===== config.mk =====
export PLATFORM = sky130hd
export DESIGN_NAME = qr_version_info_decode_unit
export DESIGN_NICKNAME = d
export VERILOG_FILES = /design/src/hdl/qvi_pkg.sv /design/src/hdl/qvi_dist_stage.sv /design/src/hdl/qvi_select_stage.sv /design/src/hdl/qr_version_info_decode_unit.sv
export SDC_FILE = /design/constraint.sdc
export NUM_CORES = 2
export LEC_CHECK = 0
export BUFFER_PORTS_ARGS = -buffer_cell sky130_fd_sc_hd__clkbuf_2
export CORE_MARGIN = 10
export CORE_UTILIZATION = 50
export DETAILED_ROUTE_END_ITERATION = 6
export GPL_ROUTABILITY_DRIVEN = 0
export GPL_TIMING_DRIVEN = 0
export PLACE_DENSITY_LB_ADDON = 0.15
export SKIP_CTS_REPAIR_TIMING = 1
export SKIP_LAST_GASP = 1
export SLEW_MARGIN = 0
export SYNTH_ARGS = -nofsm -noshare
export SYNTH_HDL_FRONTEND = slang
export SYNTH_HIERARCHICAL = 1
export SYNTH_SLANG_ARGS = --single-unit

===== constraint.sdc =====
create_clock -name clock -period 18.9 [get_ports clock]
set_input_delay 3.78 -clock clock [delete_from_list [all_inputs] [get_ports clock]]
set_output_delay 3.78 -clock clock [all_outputs]
set_load 0.005 [all_outputs]

===== src/hdl/qvi_pkg.sv =====
// package for the qr version-information decoder
// holds the item structs, status codes, codeword table and distance helpers; no dependencies
package qvi_pkg;

   localparam int CODE_COUNT          = 34;
   localparam int VER_W               = 6;
   localparam int WORD_W              = 18;
   localparam int SIZE_W              = 8;
   localparam int DIST_W              = 3;
   localparam int IDX_W               = 6;
   localparam int TREE_LEAVES         = 64;
   localparam int TREE_LEVELS         = 6;

   localparam logic [VER_W-1:0]  FIRST_CODED_VERSION = 6'd7;
   localparam logic [DIST_W-1:0] MAX_CORRECTABLE     = 3'd3;
   localparam logic [DIST_W-1:0] DIST_NONE           = 3'd4;
   localparam logic [SIZE_W-1:0] MIN_SIZE            = 8'd21;
   localparam logic [SIZE_W-1:0] MAX_SIZE            = 8'd177;
   localparam logic [SIZE_W-1:0] SMALL_LIMIT         = 8'd45;
   localparam logic [SIZE_W-1:0] SIZE_OFFSET         = 8'd17;
   localparam logic [1:0]        SIZE_RESIDUE        = 2'b01;

   // bch(18,6) codewords for versions 7 to 40
   localparam logic [WORD_W-1:0] VER_CODES [CODE_COUNT] = '{
      18'h07C94, 18'h085BC, 18'h09A99, 18'h0A4D3, 18'h0BBF6, 18'h0C762, 18'h0D847,
      18'h0E60D, 18'h0F928, 18'h10B78, 18'h1145D, 18'h12A17, 18'h13532, 18'h149A6,
      18'h15683, 18'h168C9, 18'h177EC, 18'h18EC4, 18'h191E1, 18'h1AFAB, 18'h1B08E,
      18'h1CC1A, 18'h1D33F, 18'h1ED75, 18'h1F250, 18'h209D5, 18'h216F0, 18'h228BA,
      18'h2379F, 18'h24B0B, 18'h2542E, 18'h26A64, 18'h27541, 18'h28C69
   };

   typedef enum logic [1:0] {
      STATUS_BAD_SIZE      = 2'd0,
      STATUS_OK            = 2'd1,
      STATUS_UNCORRECTABLE = 2'd2,
      STATUS_MISMATCH      = 2'd3
   } status_type;

   typedef struct packed {
      logic [SIZE_W-1:0] sym_width;
      logic [SIZE_W-1:0] sym_height;
      logic [WORD_W-1:0] lower_left_word;
      logic [WORD_W-1:0] upper_right_word;
   } req_type;

   typedef struct packed {
      status_type       status;
      logic [VER_W-1:0] version;
   } rsp_type;

   typedef struct packed {
      logic             size_ok;
      logic             small_sym;
      logic [VER_W-1:0] size_ver;
   } size_info_type;

   // bit count of an 18-bit word, clipped to DIST_NONE above the correctable limit
   function automatic logic [DIST_W-1:0] dist_sat(input logic [WORD_W-1:0] x);
      logic [4:0] total;
      logic [1:0] grp;
      int         g;
      total = '0;
      for (g = 0; g < WORD_W / 3; g++) begin
         grp   = 2'(x[3*g]) + 2'(x[3*g+1]) + 2'(x[3*g+2]);
         total = total + 5'(grp);
      end
      return (total > 5'(MAX_CORRECTABLE)) ? DIST_NONE : DIST_W'(total);
   endfunction

endpackage


===== src/hdl/qvi_dist_stage.sv =====
// distance stage: size checks and per-codeword distance of both words, registered
// depends on qvi_pkg
module qvi_dist_stage (
   input  logic                                            clock,
   input  logic                                            reset,
   input  logic                                            in_valid,
   input  qvi_pkg::req_type                                in_item,
   output logic                                            out_valid,
   output qvi_pkg::size_info_type                          out_info,
   output logic [qvi_pkg::CODE_COUNT-1:0][qvi_pkg::DIST_W-1:0] out_dist
);

   logic                                                valid_ff;
   qvi_pkg::size_info_type                              info_ff, info_in;
   logic [qvi_pkg::CODE_COUNT-1:0][qvi_pkg::DIST_W-1:0] dist_ff, dist_in;

   always_comb begin
      logic [qvi_pkg::SIZE_W-1:0] w;
      logic [qvi_pkg::SIZE_W-1:0] h;
      logic [qvi_pkg::SIZE_W-1:0] off;
      w   = in_item.sym_width;
      h   = in_item.sym_height;
      off = w - qvi_pkg::SIZE_OFFSET;
      info_in.size_ok   = (w == h) && (w >= qvi_pkg::MIN_SIZE) && (w <= qvi_pkg::MAX_SIZE)
                          && (w[1:0] == qvi_pkg::SIZE_RESIDUE);
      info_in.small_sym = (w < qvi_pkg::SMALL_LIMIT);
      info_in.size_ver  = off[qvi_pkg::VER_W+1:2];
   end

   // both words against every codeword, keep the nearer one per entry
   always_comb begin
      logic [qvi_pkg::DIST_W-1:0] dl;
      logic [qvi_pkg::DIST_W-1:0] du;
      int                         i;
      for (i = 0; i < qvi_pkg::CODE_COUNT; i++) begin
         dl = qvi_pkg::dist_sat(in_item.lower_left_word ^ qvi_pkg::VER_CODES[i]);
         du = qvi_pkg::dist_sat(in_item.upper_right_word ^ qvi_pkg::VER_CODES[i]);
         dist_in[i] = (du < dl) ? du : dl;
      end
   end

   always_ff @(posedge clock) begin
      if (reset) begin
         valid_ff <= 1'b0;
      end else begin
         valid_ff <= in_valid;
      end
   end

   always_ff @(posedge clock) begin
      info_ff <= info_in;
      dist_ff <= dist_in;
   end

   assign out_valid = valid_ff;
   assign out_info  = info_ff;
   assign out_dist  = dist_ff;

endmodule


===== src/hdl/qvi_select_stage.sv =====
// select stage: nearest-codeword tree, status decision and result register
// depends on qvi_pkg
module qvi_select_stage (
   input  logic                                            clock,
   input  logic                                            reset,
   input  logic                                            in_valid,
   input  qvi_pkg::size_info_type                          in_info,
   input  logic [qvi_pkg::CODE_COUNT-1:0][qvi_pkg::DIST_W-1:0] in_dist,
   output logic                                            out_valid,
   output qvi_pkg::rsp_type                                out_item
);

   logic                       valid_ff;
   qvi_pkg::rsp_type           rsp_ff, rsp_in;
   logic [qvi_pkg::DIST_W-1:0] best_dist;
   logic [qvi_pkg::IDX_W-1:0]  best_idx;

   // pairwise min tree, left entry wins ties
   always_comb begin
      logic [qvi_pkg::DIST_W-1:0] nd [qvi_pkg::TREE_LEAVES];
      logic [qvi_pkg::IDX_W-1:0]  ni [qvi_pkg::TREE_LEAVES];
      int                         i;
      int                         lvl;
      int                         j;
      for (i = 0; i < qvi_pkg::CODE_COUNT; i++) begin
         nd[i] = in_dist[i];
         ni[i] = qvi_pkg::IDX_W'(i);
      end
      // padding leaves never win against a real entry
      for (i = qvi_pkg::CODE_COUNT; i < qvi_pkg::TREE_LEAVES; i++) begin
         nd[i] = qvi_pkg::DIST_NONE;
         ni[i] = qvi_pkg::IDX_W'(i);
      end
      for (lvl = 0; lvl < qvi_pkg::TREE_LEVELS; lvl++) begin
         for (j = 0; j < (qvi_pkg::TREE_LEAVES >> (lvl + 1)); j++) begin
            if (nd[2*j+1] < nd[2*j]) begin
               nd[j] = nd[2*j+1];
               ni[j] = ni[2*j+1];
            end else begin
               nd[j] = nd[2*j];
               ni[j] = ni[2*j];
            end
         end
      end
      best_dist = nd[0];
      best_idx  = ni[0];
   end

   always_comb begin
      logic [qvi_pkg::VER_W-1:0] best_ver;
      best_ver = best_idx + qvi_pkg::FIRST_CODED_VERSION;
      if (!in_info.size_ok) begin
         rsp_in.status  = qvi_pkg::STATUS_BAD_SIZE;
         rsp_in.version = '0;
      end else if (in_info.small_sym) begin
         rsp_in.status  = qvi_pkg::STATUS_OK;
         rsp_in.version = in_info.size_ver;
      end else if (best_dist > qvi_pkg::MAX_CORRECTABLE) begin
         rsp_in.status  = qvi_pkg::STATUS_UNCORRECTABLE;
         rsp_in.version = in_info.size_ver;
      end else if (best_ver != in_info.size_ver) begin
         rsp_in.status  = qvi_pkg::STATUS_MISMATCH;
         rsp_in.version = best_ver;
      end else begin
         rsp_in.status  = qvi_pkg::STATUS_OK;
         rsp_in.version = in_info.size_ver;
      end
   end

   always_ff @(posedge clock) begin
      if (reset) begin
         valid_ff <= 1'b0;
      end else begin
         valid_ff <= in_valid;
      end
   end

   always_ff @(posedge clock) begin
      rsp_ff <= rsp_in;
   end

   assign out_valid = valid_ff;
   assign out_item  = rsp_ff;

endmodule


===== src/hdl/qr_version_info_decode_unit.sv =====
// top level of the qr version-information decoder
// depends on qvi_pkg, qvi_dist_stage and qvi_select_stage
//
// Decodes the version of a QR symbol from its size and the two 18-bit
// version-information words. One item is taken on every cycle with start
// high; busy never rises, because a fresh item enters the three-stage
// pipeline (input register, distance register, result register) every
// cycle. The result appears on rsp_item with rsp_valid high for exactly one
// cycle, three cycles after the item was taken, and the receiver cannot
// hold it off, so it must capture it on that cycle. Results come out in
// the order items went in. Status codes: bad size (version 0), ok with the
// size-derived version, uncorrectable (size-derived version kept), and
// mismatch (carrying the version decoded from the words).
module qr_version_info_decode_unit (
   input  logic             clock,
   input  logic             reset,
   input  logic             start,
   output logic             busy,
   input  qvi_pkg::req_type req_item,
   output logic             rsp_valid,
   output qvi_pkg::rsp_type rsp_item
);

   logic                                                req_valid_ff;
   qvi_pkg::req_type                                    req_ff;
   logic                                                accept;
   logic                                                dist_valid;
   qvi_pkg::size_info_type                              dist_info;
   logic [qvi_pkg::CODE_COUNT-1:0][qvi_pkg::DIST_W-1:0] dist_vals;

   // never stalls: every cycle can take a new item
   assign busy   = 1'b0;
   assign accept = start && !busy;

   // input register
   always_ff @(posedge clock) begin
      if (reset) begin
         req_valid_ff <= 1'b0;
      end else begin
         req_valid_ff <= accept;
      end
   end

   always_ff @(posedge clock) begin
      if (accept) begin
         req_ff <= req_item;
      end
   end

   // size checks and distance of both words to every codeword
   qvi_dist_stage u_dist (
      .clock     (clock),
      .reset     (reset),
      .in_valid  (req_valid_ff),
      .in_item   (req_ff),
      .out_valid (dist_valid),
      .out_info  (dist_info),
      .out_dist  (dist_vals)
   );

   // nearest codeword and final status
   qvi_select_stage u_select (
      .clock     (clock),
      .reset     (reset),
      .in_valid  (dist_valid),
      .in_info   (dist_info),
      .in_dist   (dist_vals),
      .out_valid (rsp_valid),
      .out_item  (rsp_item)
   );

   // every taken item shows up as a result once it has passed the three registers
   a_latency_in : assert property (@(posedge clock) disable iff (reset)
      accept |-> ##3 rsp_valid)
      else $error("item taken but no result after three cycles");

   // no result without an item taken earlier through the three registers
   a_latency_out : assert property (@(posedge clock) disable iff (reset)
      rsp_valid |-> $past(accept, 3))
      else $error("result strobe without a matching item");

   // a bad size always reports version zero
   a_bad_size_ver : assert property (@(posedge clock) disable iff (reset)
      (rsp_valid && rsp_item.status == qvi_pkg::STATUS_BAD_SIZE) |-> (rsp_item.version == '0))
      else $error("bad size with nonzero version");

   // a mismatch carries a coded version, 7 to 40
   a_mismatch_ver : assert property (@(posedge clock) disable iff (reset)
      (rsp_valid && rsp_item.status == qvi_pkg::STATUS_MISMATCH) |->
      (rsp_item.version >= qvi_pkg::FIRST_CODED_VERSION && rsp_item.version <= 6'd40))
      else $error("mismatch version out of coded range");

   // good sizes give versions 1 to 40
   a_size_ver : assert property (@(posedge clock) disable iff (reset)
      (rsp_valid && (rsp_item.status == qvi_pkg::STATUS_OK ||
                     rsp_item.status == qvi_pkg::STATUS_UNCORRECTABLE)) |->
      (rsp_item.version >= 6'd1 && rsp_item.version <= 6'd40))
      else $error("size-derived version out of range");

endmodule


==> results.sh <==
export IMPL_outcome="complete, no violations"
export IMPL_fmax_ghz=0.09909
export IMPL_numCtsBuffers=17
export IMPL_ys_seq_area_share_pct=10.28
export IMPL_finalHoldViolations=0
export IMPL_rsz0062_at_grt="false"
export IMPL_grt_ovfl_total=0
export IMPL_grt_max_degree=49
export IMPL_antenna_cells=0
export IMPL_totalWireLength_mm=106.3
export IMPL_cts_root_buf="clkbuf_16"
export IMPL_finalNetCount=5426
export IMPL_syn_area_per_cell_um2=10.03
export IMPL_clock_skew_ns=0.01686
export IMPL_ys_flop_type="dfxtp_1"
export IMPL_setup_viol=0
export IMPL_cp_slowest_cell="o21ai_0"
export IMPL_drtIter0Drc=1655
export IMPL_pre_cts_ws_ns=9.028
export IMPL_drcViolationCount=0
export IMPL_synthArstFlopShare_pct=0
export IMPL_finalCriticalPeriod_ns=10.09
export IMPL_chipHeight_um=298.5
export IMPL_antenna_found_initial=0
export IMPL_end_kind="flip-flop"
export IMPL_clock_path_buffers=2
export IMPL_cts_tree="built"
export IMPL_mostFrequentLayoutCell="inv_1"
export IMPL_dp_cells=4977
export IMPL_vias=26474
export IMPL_maxCapViolCount=0
export IMPL_htreeDepth=4
export IMPL_grt_first_pass_wirelength_mm=163.6
export IMPL_min_path_type="flip-flop to flip-flop"
export IMPL_yosys_warnings=6
export IMPL_drt_pass1_iterations=5
export IMPL_cp_arrival_ns=10.54
export IMPL_tns_ns=0
export IMPL_finalWorstSetupSlack_ns=8.808
export IMPL_tightestPinTransition_ns=1.419
export IMPL_drive_above_1_share_pct=5.356
export IMPL_grt_use_total_pct=24.71
export IMPL_synth_distinct_cells=103
export IMPL_min_period_over_period_pct=53.40
export IMPL_final_fill_count=7007
export IMPL_ant_nets=0
export IMPL_initial_core_util_pct=50.21
export IMPL_fp_row_count=102
export IMPL_required_ns=19.35
export IMPL_ios=65
export IMPL_die_w_um=298.5
export IMPL_timing_worst_setup_path_type="flip-flop to flip-flop"
export IMPL_mostFrequentLayoutCells="inv_1, fa_1, ha_1"
export IMPL_via_per_inst=5.277
export IMPL_cts_sinks=173
export IMPL_numPortBuffers=63
export IMPL_routedWlPerCell_um=21.20
export IMPL_max_stage_delay_ns=0.69
export IMPL_ys_ff_latch=173
export IMPL_synth_nets=5326
export IMPL_syn_area_um2=38770
export IMPL_crit_path_start_kind="flip-flop"
export IMPL_crit_top_cell="ha_1"
export IMPL_cp_max_fo=10
export IMPL_die_area_um2=89080
export IMPL_slew_headroom_pct=5.423
export IMPL_final_area_um2=41440
export IMPL_hpwl_mm=86.35
export IMPL_core_area_um2=77210
export IMPL_drv_slew=0
export IMPL_clk_pin_slew_ns=0.08
export IMPL_clock_latency_ns=0.52
export IMPL_grt_pass1_vias=27712
export IMPL_syn_instance_count=3864
export IMPL_placed_cell_area_um2=40620
export IMPL_fin_cells=5017
export IMPL_synth_edf_count=52
export IMPL_syn2layout_area_growth_pct=6.887
## synthesized netlist by cell type, types with 8 or more instances
master,number,share of area [%]
mux2i_1,23,0.59
a22oi_1,21,0.41
nand3_1,38,0.49
o31ai_1,11,0.21
a31oi_1,17,0.27
ha_1,697,22
a2111oi_4,10,0.71
nor2b_1,24,0.39
nand2_1,159,1.5
o2bb2ai_1,8,0.18
dfxtp_1,121,6.2
nor3_1,31,0.40
nand2b_1,23,0.37
nand3b_1,10,0.19
a21oi_1,245,3.2
or4_4,14,0.41
a41oi_1,10,0.23
edfxtp_1,52,4.0
xnor2_1,20,0.45
a211o_1,14,0.32
and3_1,15,0.24
o21ai_1,21,0.27
a211oi_1,18,0.35
inv_1,977,9.5
xor2_1,26,0.59
o21ai_0,39,0.50
nor2_1,146,1.4
o211ai_1,13,0.25
o22ai_1,21,0.34
nor3b_1,16,0.31
fa_1,710,37
or2_2,10,0.16
o21a_1,9,0.17
o21bai_1,26,0.50
a21o_1,48,0.93
and2_1,76,1.2
## layer usage
metal	vias to the layer above	wire length [um]	global-route usage, %
met5	-	0	0
met4	0	5073	11.61
met3	142	6097	4.439
met2	649	50480	40.75
met1	13180	44690	31.26
li1	12503	-	-
## cell families after synthesis
group | share of synthesized area [%]
buffers and inverters | 9.636
multiplexers | 0.7777
other | 0.009672
adder cells (fa/ha/maj) | 59.15
AO/OA/AOI/OAI | 10.97
AND/OR/NAND/NOR | 7.984
XOR/XNOR | 1.194
flip-flops | 10.28
## through the flow
stage,hold slack (ns),utilization [%]
floorplan,0.4138,-
global placement,0.4199,52.31
detailed placement,0.4264,52.61
CTS,0.4464,53.39
global route,0.4699,53.67
finish,0.4453,53.67
## critical path, delay by kind of cell (launching register included)
kind	cells	cell delay, ns
flip-flops	1	0.33
multiplexers	1	0.20
AND/OR/NAND/NOR	9	0.98
adder cells (fa/ha/maj)	7	2.03
buffers and inverters	5	0.63
XOR/XNOR	1	0.05
AO/OA/AOI/OAI	17	5.79
## sequential cells by signal (all words and copies together), names as in the netlist
signal / flops
u_select/out_item: 8
u_dist/out_dist: 102
u_dist/out_info: 8
req_ff: 52
u_select/out_valid: 1
u_dist/out_valid: 1
req_valid_ff: 1
## worst paths after layout
check / to / start / slack, ns / depth (start not counted)
setup reg to reg: u_select/out_item[4] / u_dist/out_dist[79] / 8.81 / 40
setup / recovery: u_select/out_item[4] / u_dist/out_dist[79] / 8.81 / 40
hold / removal: u_dist/out_valid / req_valid_ff / 0.45 / 1
hold reg to reg: u_dist/out_valid / req_valid_ff / 0.45 / 1
## cell type report
cell class	instances	area [um^2]	share of cell area, %
buffer	10	50.05	0.1208
sequential	173	3984	9.613
tap	1040	1301	3.140
timing repair buffer	81	770.7	1.860
clock inverter	15	172.7	0.4167
inverter	982	3686	8.895
multi-input combinational	2699	31050	74.93
clock buffer	17	425.4	1.027
Power is not shown: default switching activity piles up to over one toggle a cycle in this logic, so the estimate is an artifact.
